[config.mk]
export PLATFORM = sky130hd
export DESIGN_NAME = periodic_event_timer_table
export DESIGN_NICKNAME = d
export VERILOG_FILES = /design/src/hw/rtl/pett_pkg.sv /design/src/hw/rtl/pett_ram.sv /design/src/hw/rtl/pett_ctrl.sv /design/src/hw/rtl/pett_dpath.sv /design/src/hw/rtl/periodic_event_timer_table.sv
export SDC_FILE = /design/constraint.sdc
export NUM_CORES = 1
export LEC_CHECK = 0
export ABC_AREA = 0
export BUFFER_PORTS_ARGS = -buffer_cell sky130_fd_sc_hd__buf_4
export CAP_MARGIN = 40
export CORE_MARGIN = 1.5
export CORE_UTILIZATION = 40
export DETAILED_ROUTE_END_ITERATION = 12
export PLACE_DENSITY = 0.58
export SYNTH_ARGS = -nofsm -noshare
export SYNTH_HDL_FRONTEND = slang
export SYNTH_HIERARCHICAL = 1
export SYNTH_SLANG_ARGS = --single-unit
[constraint.sdc]
create_clock -name clk -period 9.21 [get_ports clk]
set_input_delay 2.763 -clock clk [delete_from_list [all_inputs] [get_ports clk]]
set_output_delay 2.763 -clock clk [all_outputs]
set_load 0.05 [all_outputs]
[src/hw/rtl/pett_pkg.sv]
package pett_pkg;

    // Default sizing
    localparam int MAX_CHANNELS_DEF = 16;
    localparam int TICK_WIDTH_DEF   = 32;

    // Channel limit after reset
    localparam logic [4:0] LIMIT_RESET = 5'd16;

    // Command codes
    typedef enum logic [2:0] {
        CMD_ADD     = 3'd0,
        CMD_CHECK   = 3'd1,
        CMD_SET_EN  = 3'd2,
        CMD_SET_DUR = 3'd3,
        CMD_QUERY   = 3'd4
    } cmd_t;

    // Result status codes
    typedef enum logic [1:0] {
        STAT_OK    = 2'd0,
        STAT_FULL  = 2'd1,
        STAT_RANGE = 2'd2
    } status_t;

    // Kind of result word the datapath builds
    typedef enum logic [2:0] {
        RES_ADD,
        RES_FULL,
        RES_RANGE,
        RES_FIRED,
        RES_SUMMARY,
        RES_ACCESS,
        RES_EMPTY
    } res_kind_t;

    // Controller states
    typedef enum logic [2:0] {
        ST_IDLE,
        ST_DISPATCH,
        ST_SCAN,
        ST_SUMMARY,
        ST_RMW
    } state_t;

    // Request word
    typedef struct packed {
        logic [2:0]  command;
        logic [31:0] now_tick;
        logic [3:0]  channel_index;
        logic        enable_bit;
        logic [31:0] period_ticks;
        logic        restamp;
    } req_t;

    // Response word
    typedef struct packed {
        logic [1:0]  status;
        logic [3:0]  result_index;
        logic        flag;
        logic [31:0] old_period;
        logic        last;
    } rsp_t;

    // Controller to datapath commands
    typedef struct packed {
        logic      load;
        logic      add_commit;
        logic      rmw_read;
        logic      rmw_commit;
        logic      scan_start;
        logic      scan_step;
        logic      emit;
        res_kind_t kind;
    } ctrl_cmd_t;

    // Datapath to controller status
    typedef struct packed {
        cmd_t cmd;
        logic table_full;
        logic index_bad;
        logic table_empty;
        logic scan_hit;
        logic scan_last;
        logic out_free;
    } ctrl_stat_t;

endpackage

[src/hw/rtl/pett_ram.sv]
module pett_ram #(
    parameter int WIDTH = 65,
    parameter int DEPTH = 16
) (
    input  logic                                   clk,
    input  logic                                   wr_en,
    input  logic [(DEPTH > 1 ? $clog2(DEPTH) : 1)-1:0] wr_addr,
    input  logic [WIDTH-1:0]                       wr_data,
    input  logic                                   rd_en,
    input  logic [(DEPTH > 1 ? $clog2(DEPTH) : 1)-1:0] rd_addr,
    output logic [WIDTH-1:0]                       rd_data
);

    logic [WIDTH-1:0] mem_reg [DEPTH];
    logic [WIDTH-1:0] rd_data_reg;

    // One write port, one registered read port
    always_ff @(posedge clk)
    begin
        if (wr_en)
        begin
            mem_reg[wr_addr] <= wr_data;
        end
        if (rd_en)
        begin
            rd_data_reg <= mem_reg[rd_addr];
        end
    end

    assign rd_data = rd_data_reg;

endmodule

[src/hw/rtl/pett_ctrl.sv]
module pett_ctrl (
    input  logic                clk,
    input  logic                rst_n,
    input  logic                req_valid,
    output logic                req_ready,
    input  pett_pkg::ctrl_stat_t stat,
    output pett_pkg::ctrl_cmd_t  cmd
);

    pett_pkg::state_t state_reg;
    pett_pkg::state_t state_next;

    // State register
    always_ff @(posedge clk or negedge rst_n)
    begin
        if (!rst_n)
        begin
            state_reg <= pett_pkg::ST_IDLE;
        end
        else
        begin
            state_reg <= state_next;
        end
    end

    // Next state
    always_comb
    begin
        state_next = state_reg;
        unique case (state_reg)
            pett_pkg::ST_IDLE:
            begin
                if (req_valid)
                begin
                    state_next = pett_pkg::ST_DISPATCH;
                end
            end
            pett_pkg::ST_DISPATCH:
            begin
                unique case (stat.cmd)
                    pett_pkg::CMD_CHECK:
                    begin
                        state_next = stat.table_empty ? pett_pkg::ST_SUMMARY
                                                      : pett_pkg::ST_SCAN;
                    end
                    pett_pkg::CMD_SET_EN, pett_pkg::CMD_SET_DUR, pett_pkg::CMD_QUERY:
                    begin
                        if (!stat.index_bad)
                        begin
                            state_next = pett_pkg::ST_RMW;
                        end
                        else if (stat.out_free)
                        begin
                            state_next = pett_pkg::ST_IDLE;
                        end
                    end
                    default:
                    begin
                        if (stat.out_free)
                        begin
                            state_next = pett_pkg::ST_IDLE;
                        end
                    end
                endcase
            end
            pett_pkg::ST_SCAN:
            begin
                if ((!stat.scan_hit || stat.out_free) && stat.scan_last)
                begin
                    state_next = pett_pkg::ST_SUMMARY;
                end
            end
            pett_pkg::ST_SUMMARY, pett_pkg::ST_RMW:
            begin
                if (stat.out_free)
                begin
                    state_next = pett_pkg::ST_IDLE;
                end
            end
            default:
            begin
                state_next = pett_pkg::ST_IDLE;
            end
        endcase
    end

    // Outputs
    always_comb
    begin
        req_ready      = 1'b0;
        cmd.load       = 1'b0;
        cmd.add_commit = 1'b0;
        cmd.rmw_read   = 1'b0;
        cmd.rmw_commit = 1'b0;
        cmd.scan_start = 1'b0;
        cmd.scan_step  = 1'b0;
        cmd.emit       = 1'b0;
        cmd.kind       = pett_pkg::RES_EMPTY;
        unique case (state_reg)
            pett_pkg::ST_IDLE:
            begin
                req_ready = 1'b1;
                cmd.load  = req_valid;
            end
            pett_pkg::ST_DISPATCH:
            begin
                unique case (stat.cmd)
                    pett_pkg::CMD_ADD:
                    begin
                        cmd.emit       = stat.out_free;
                        cmd.add_commit = stat.out_free && !stat.table_full;
                        cmd.kind       = stat.table_full ? pett_pkg::RES_FULL
                                                         : pett_pkg::RES_ADD;
                    end
                    pett_pkg::CMD_CHECK:
                    begin
                        cmd.scan_start = 1'b1;
                    end
                    pett_pkg::CMD_SET_EN, pett_pkg::CMD_SET_DUR, pett_pkg::CMD_QUERY:
                    begin
                        cmd.rmw_read = !stat.index_bad;
                        cmd.emit     = stat.index_bad && stat.out_free;
                        cmd.kind     = pett_pkg::RES_RANGE;
                    end
                    default:
                    begin
                        cmd.emit = stat.out_free;
                        cmd.kind = pett_pkg::RES_EMPTY;
                    end
                endcase
            end
            pett_pkg::ST_SCAN:
            begin
                cmd.scan_step = !stat.scan_hit || stat.out_free;
                cmd.emit      = stat.scan_hit && stat.out_free;
                cmd.kind      = pett_pkg::RES_FIRED;
            end
            pett_pkg::ST_SUMMARY:
            begin
                cmd.emit = stat.out_free;
                cmd.kind = pett_pkg::RES_SUMMARY;
            end
            pett_pkg::ST_RMW:
            begin
                cmd.emit       = stat.out_free;
                cmd.rmw_commit = stat.out_free;
                cmd.kind       = pett_pkg::RES_ACCESS;
            end
            default:
            begin
                req_ready = 1'b0;
            end
        endcase
    end

endmodule

[src/hw/rtl/pett_dpath.sv]
module pett_dpath #(
    parameter int MAX_CHANNELS = pett_pkg::MAX_CHANNELS_DEF,
    parameter int TICK_WIDTH   = pett_pkg::TICK_WIDTH_DEF
) (
    input  logic                 clk,
    input  logic                 rst_n,
    input  logic                 limit_wr_en,
    input  logic [4:0]           limit_wr_data,
    input  pett_pkg::req_t       req,
    input  pett_pkg::ctrl_cmd_t  cmd,
    output pett_pkg::ctrl_stat_t stat,
    output logic                 rsp_valid,
    input  logic                 rsp_ready,
    output pett_pkg::rsp_t       rsp
);

    localparam int AW = MAX_CHANNELS > 1 ? $clog2(MAX_CHANNELS) : 1;
    localparam int CW = $clog2(MAX_CHANNELS + 1);
    localparam int TW = TICK_WIDTH;
    localparam int EW = 1 + 2 * TW;

    // Control registers
    logic [4:0]     limit_reg;
    logic [CW-1:0]  count_reg;
    logic [CW-1:0]  count_next;
    logic [AW-1:0]  scan_idx_reg;
    logic [AW-1:0]  scan_idx_next;
    logic           fired_reg;
    logic           fired_next;
    logic           rsp_valid_reg;
    logic           rsp_valid_next;

    // Captured request and response payload
    pett_pkg::cmd_t cmd_reg;
    logic [TW-1:0]  now_reg;
    logic [3:0]     idx_reg;
    logic           en_reg;
    logic [TW-1:0]  per_reg;
    logic           rs_reg;
    pett_pkg::rsp_t rsp_reg;
    pett_pkg::rsp_t rsp_next;

    // Table port
    logic           ram_wr_en;
    logic [AW-1:0]  ram_wr_addr;
    logic [EW-1:0]  ram_wr_data;
    logic           ram_rd_en;
    logic [AW-1:0]  ram_rd_addr;
    logic [EW-1:0]  ram_rd_data;

    // Fields of the entry just read
    logic           rd_en_bit;
    logic [TW-1:0]  rd_per;
    logic [TW-1:0]  rd_last;
    logic [TW-1:0]  due;
    logic [TW-1:0]  rmw_last;
    logic           out_free;

    assign rd_en_bit = ram_rd_data[EW-1];
    assign rd_per    = ram_rd_data[2*TW-1:TW];
    assign rd_last   = ram_rd_data[TW-1:0];
    assign due       = rd_per + rd_last;
    assign rmw_last  = rs_reg ? now_reg : rd_last;
    assign out_free  = !rsp_valid_reg || rsp_ready;

    // Status to controller
    always_comb
    begin
        stat.cmd         = cmd_reg;
        stat.table_full  = (int'(count_reg) >= int'(limit_reg))
                           || (int'(count_reg) >= MAX_CHANNELS);
        stat.index_bad   = (int'(idx_reg) >= int'(count_reg))
                           || (int'(idx_reg) >= MAX_CHANNELS);
        stat.table_empty = (count_reg == '0);
        stat.scan_hit    = rd_en_bit && (due <= now_reg);
        stat.scan_last   = (int'(scan_idx_reg) + 1) >= int'(count_reg);
        stat.out_free    = out_free;
    end

    // Table write and read selection
    always_comb
    begin
        ram_wr_en   = 1'b0;
        ram_wr_addr = scan_idx_reg;
        ram_wr_data = {rd_en_bit, rd_per, now_reg};
        ram_rd_en   = 1'b0;
        ram_rd_addr = AW'(idx_reg);
        priority if (cmd.add_commit)
        begin
            ram_wr_en   = 1'b1;
            ram_wr_addr = count_reg[AW-1:0];
            ram_wr_data = {en_reg, per_reg, now_reg};
        end
        else if (cmd.rmw_commit)
        begin
            ram_wr_en   = (cmd_reg != pett_pkg::CMD_QUERY);
            ram_wr_addr = AW'(idx_reg);
            if (cmd_reg == pett_pkg::CMD_SET_EN)
            begin
                ram_wr_data = {en_reg, rd_per, rmw_last};
            end
            else
            begin
                ram_wr_data = {rd_en_bit, per_reg, rmw_last};
            end
        end
        else if (cmd.scan_step)
        begin
            // restamp a firing channel
            ram_wr_en = stat.scan_hit;
        end

        priority if (cmd.rmw_read)
        begin
            ram_rd_en   = 1'b1;
            ram_rd_addr = AW'(idx_reg);
        end
        else if (cmd.scan_start)
        begin
            ram_rd_en   = 1'b1;
            ram_rd_addr = '0;
        end
        else if (cmd.scan_step)
        begin
            ram_rd_en   = !stat.scan_last;
            ram_rd_addr = scan_idx_reg + AW'(1);
        end
    end

    pett_ram #(
        .WIDTH (EW),
        .DEPTH (MAX_CHANNELS)
    ) u_table (
        .clk     (clk),
        .wr_en   (ram_wr_en),
        .wr_addr (ram_wr_addr),
        .wr_data (ram_wr_data),
        .rd_en   (ram_rd_en),
        .rd_addr (ram_rd_addr),
        .rd_data (ram_rd_data)
    );

    // Count, scan and fired tracking
    always_comb
    begin
        count_next    = count_reg;
        scan_idx_next = scan_idx_reg;
        fired_next    = fired_reg;
        if (cmd.add_commit)
        begin
            count_next = count_reg + CW'(1);
        end
        if (cmd.scan_start)
        begin
            scan_idx_next = '0;
            fired_next    = 1'b0;
        end
        else if (cmd.scan_step)
        begin
            scan_idx_next = scan_idx_reg + AW'(1);
            fired_next    = fired_reg || stat.scan_hit;
        end
    end

    // Result word
    always_comb
    begin
        rsp_next              = '0;
        rsp_next.last         = 1'b1;
        rsp_next.status       = pett_pkg::STAT_OK;
        unique case (cmd.kind)
            pett_pkg::RES_ADD:
            begin
                rsp_next.result_index = 4'(count_reg);
            end
            pett_pkg::RES_FULL:
            begin
                rsp_next.status = pett_pkg::STAT_FULL;
            end
            pett_pkg::RES_RANGE:
            begin
                rsp_next.status = pett_pkg::STAT_RANGE;
            end
            pett_pkg::RES_FIRED:
            begin
                rsp_next.result_index = 4'(scan_idx_reg);
                rsp_next.last         = 1'b0;
            end
            pett_pkg::RES_SUMMARY:
            begin
                rsp_next.flag = fired_reg;
            end
            pett_pkg::RES_ACCESS:
            begin
                if (cmd_reg == pett_pkg::CMD_SET_DUR)
                begin
                    rsp_next.old_period = 32'(rd_per);
                end
                else
                begin
                    rsp_next.flag = rd_en_bit;
                end
            end
            default:
            begin
                rsp_next.last = 1'b1;
            end
        endcase
    end

    // Output valid
    always_comb
    begin
        rsp_valid_next = rsp_valid_reg && !rsp_ready;
        if (cmd.emit)
        begin
            rsp_valid_next = 1'b1;
        end
    end

    // Control registers with reset
    always_ff @(posedge clk or negedge rst_n)
    begin
        if (!rst_n)
        begin
            limit_reg     <= pett_pkg::LIMIT_RESET;
            count_reg     <= '0;
            scan_idx_reg  <= '0;
            fired_reg     <= 1'b0;
            rsp_valid_reg <= 1'b0;
        end
        else
        begin
            if (limit_wr_en)
            begin
                limit_reg <= limit_wr_data;
            end
            count_reg     <= count_next;
            scan_idx_reg  <= scan_idx_next;
            fired_reg     <= fired_next;
            rsp_valid_reg <= rsp_valid_next;
        end
    end

    // Payload registers
    always_ff @(posedge clk)
    begin
        if (cmd.load)
        begin
            cmd_reg <= pett_pkg::cmd_t'(req.command);
            now_reg <= TW'(req.now_tick);
            idx_reg <= req.channel_index;
            en_reg  <= req.enable_bit;
            per_reg <= TW'(req.period_ticks);
            rs_reg  <= req.restamp;
        end
        if (cmd.emit)
        begin
            rsp_reg <= rsp_next;
        end
    end

    assign rsp_valid = rsp_valid_reg;
    assign rsp       = rsp_reg;

endmodule

[src/hw/rtl/periodic_event_timer_table.sv]
// Periodic event timer table: up to MAX_CHANNELS timer channels, each with an
// enable bit, a period and its last firing tick, kept in one RAM. One request
// word is taken at a time. A check scans the table, reading one channel per
// cycle through the single RAM read port unless a firing channel waits on a
// stalled response side, emits one word per firing channel and ends with a
// summary word. The channel limit can be written at any idle time and resets
// to sixteen.
module periodic_event_timer_table #(
    parameter int MAX_CHANNELS = pett_pkg::MAX_CHANNELS_DEF,
    parameter int TICK_WIDTH   = pett_pkg::TICK_WIDTH_DEF
) (
    input  logic           clk,
    input  logic           rst_n,
    input  logic           limit_wr_en,
    input  logic [4:0]     limit_wr_data,
    input  logic           req_valid,
    output logic           req_ready,
    input  pett_pkg::req_t req,
    output logic           rsp_valid,
    input  logic           rsp_ready,
    output pett_pkg::rsp_t rsp
);

    pett_pkg::ctrl_cmd_t  cmd;
    pett_pkg::ctrl_stat_t stat;

    // Sequencer
    pett_ctrl u_ctrl (
        .clk       (clk),
        .rst_n     (rst_n),
        .req_valid (req_valid),
        .req_ready (req_ready),
        .stat      (stat),
        .cmd       (cmd)
    );

    // Table, counters and response register
    pett_dpath #(
        .MAX_CHANNELS (MAX_CHANNELS),
        .TICK_WIDTH   (TICK_WIDTH)
    ) u_dpath (
        .clk           (clk),
        .rst_n         (rst_n),
        .limit_wr_en   (limit_wr_en),
        .limit_wr_data (limit_wr_data),
        .req           (req),
        .cmd           (cmd),
        .stat          (stat),
        .rsp_valid     (rsp_valid),
        .rsp_ready     (rsp_ready),
        .rsp           (rsp)
    );

endmodule

==> flow_summary.ini <==
[run_status]
status = complete, no violations

[floorplanning]
dieArea_um2 = 126000
rows = 128
boundaryPins = 125
die_x_um = 355
core_area_um2 = 122000
die_h_um = 355
initial_core_util_pct = 40.5

[sta]
finalHoldViolCount = 0
holdWs_ns = 0.520
fmax_ghz = 0.120
slew_viol_final = 0
worstMarginPinSlew_ns = 0.889
final-setup-viol-count = 0
setup_tns_ns = 0
period_share_pct = 90.3
maxSlewHeadroom_pct = 40.7
rsz0062_at_grt = false
skew_ns = 0.0337
final.min_clock_period_ns = 8.31
worst_slack_ns = 0.896

[global_route]
antenna_found_initial = 12
grt.total_usage_pct = 20.3
overflow = 0
grt_pass1_vias = 25722
grt_pass1_wl_um = 183000
grt_max_degree = 77

[worst_setup_path]
crit_buf_inv = 3
path_delay_family = compound AO/OA/AOI/OAI gates
cp_cell_sequence = ha_1 -> inv_1 -> fa_1 -> nand2b_1 -> a21oi_1 -> o21ai_1 -> o2111ai_1 -> o211ai_1 -> xnor2_1 -> ha_1 -> and4_1 -> nand4_1 -> or4_4 -> o21ai_2 -> a22oi_1 -> nor2b_1 -> nor3_1 -> inv_1 -> nor3_1 -> a22o_4 -> buf_4 -> mux4_2 -> a22oi_1 -> nand2_1
start_kind = flop
critPathArrivalTime_ns = 8.78
critPathMaxStageDelay_ns = 0.78
r2r_setup_slack_ns = 0.90
path_class = reg2reg
worstPathRequired_ns = 9.68
end_kind = flop
crit_path_max_fanout = 45
cpMaxStageDelayCell = a22o_4

[clock_tree]
cts_hold_buffers = 0
ctsResizeCount = 0
cts_buffers = 134
clockBufferDepth = 3
clkTransAtPathRegs_ns = 0.06
cts_max_level = 4
post-cts-setup-buffer-count = 0
root_buffer = clkbuf_16
cts.sinks = 1237
clk_latency_ns = 0.75
cts_tree = done

[yosys]
yosysSeqAreaShare_pct = 74.8
synth.largest_area_cell = edfxtp_1
async_reset_ff_share_pct = 1.54
ys_top_cells_by_area = edfxtp_1, mux4_2, a22oi_1
synth_edf_count = 1218
ys_ff_latch = 1237
synth_top_area_share_pct = 73.9
synth.most_common_cell = edfxtp_1
synth_area_um2 = 49500
yosys-top-cells-count = edfxtp_1, mux4_2, nand2_1, a22oi_1, ha_1
syn-num-nets = 2684
synth.avg_cell_area_um2 = 19.6
synth_cell_types = 71
synthCells = 2520
ys_warn_count = 6
ys.flop_type = edfxtp_1

[power_and_ir_drop]
p_total_mw = 19.7
p_leak_nw = 18.8
combPwrFrac_pct = 34.0
swShare_pct = 34.1
clkPwrFrac_pct = 26.1
p_int_mw = 13.0
power.switching_mw = 6.72
seqPwrFrac_pct = 39.9
power_density_nw_per_um2 = 343
vdd_ir_drop_max_uv = 265

[drt]
vias = 25610
drt.antenna.violating_nets = 0
wire_per_inst_um = 28.4
drc = 0
drtIter0Drc = 2850
via_per_inst = 5.72
drt-total-wl_um = 127000
firstDrtPassIters = 5

[final_layout]
finalNonFillerCells = 4478
drive_gt1_share_pct = 26.2
area_growth_pct = 15.9
fillers = 10207
diodes = 0
final_nets = 2925
largest_register_ffs = 1040

[min_path]
hp-class = reg2reg

[flow_run]
drv_cap = 0

[place]
pre_cts_ws_ns = 1.05
io_buffers = 124
gp_congestion = 0.857
dp.cells = 4249
dp_hpwl_um = 72800
-- layout make-up --
cell class | count | area [µm²] | share of cell area (%)
flip-flops and latches | 1237 | 37100 | 64.6
repair buffers | 226 | 2100 | 3.66
clock inverters | 76 | 667 | 1.16
inverters | 55 | 206 | 0.360
clock buffers | 152 | 3510 | 6.11
well taps | 1625 | 2030 | 3.54
multi-input cells | 1107 | 11800 | 20.6
-- cells by family (layout without fill, tap and decap cells) --
group | count (synthesis) | after routing | share of synthesized area, %
simple gates | 350 | 350 | 3.40
flops | 1237 | 1237 | 74.8
xor+xnor | 38 | 38 | 0.672
buf+inv | 176 | 509 | 1.72
compound gates | 335 | 335 | 4.53
mux | 303 | 303 | 12.8
fa+ha+maj | 81 | 81 | 2.06
-- metrics by stage --
stage / util, % / instance area (µm²)
after detailed placement: 43.5 / 53200
after global routing: 46.9 / 57400
after global placement: 43.3 / 53000
after floorplan: - / 49500
final: 46.9 / 57400
after CTS: 46.9 / 57400
-- cells in the final DEF (no fill, tap or decap), types with 16 or more instances in the layout --
cell       instances
xnor2_1           22
buf_12            30
nand2_1          159
buf_4            189
mux4_2           260
dfrtp_1           18
o21ai_0           60
edfxtp_1        1218
nor2_1            40
mux2_2            35
xor2_1            16
ha_1              80
a21oi_1           57
and2_1            35
clkinv_1          27
a22oi_1          134
clkinv_2          23
nand2b_1          16
clkbuf_16        138
inv_1             55
-- worst paths after layout --
path	cells after the start	end	start
setup / recovery	24	u_dpath/u_table/rd_data[60]	u_dpath/u_table/rd_data[32]
hold / removal	1	u_dpath/fired_reg	u_dpath/fired_reg
setup reg to reg	24	u_dpath/u_table/rd_data[60]	u_dpath/u_table/rd_data[32]
hold reg to reg	1	u_dpath/fired_reg	u_dpath/fired_reg
max in group asynchronous	1	u_dpath/limit_reg[4]	rst_n
min in group asynchronous	1	u_dpath/count_reg[1]	rst_n
-- power groups by stage --
stage               Sequential (mW)  Combinational (mW)  Clock [mW]
global route                   7.90                7.25        5.45
CTS                            7.87                6.74        5.24
detailed placement             7.97                6.72           0
floorplan                      7.99                4.41           0
finish                         7.86                6.70        5.14
global placement               7.97                6.55           0
-- per-layer routing --
| metal | global-route usage (%) | wire length (µm) | vias up |
|---|---|---|---|
| met5 | 0 | 0 | - |
| met4 | 5.40 | 2810 | 0 |
| met3 | 4.29 | 10800 | 161 |
| met2 | 30.9 | 58700 | 1074 |
| met1 | 29.8 | 55000 | 13562 |
| li1 | - | - | 10813 |
No activity file was read; power rests on OpenSTA's default activity.
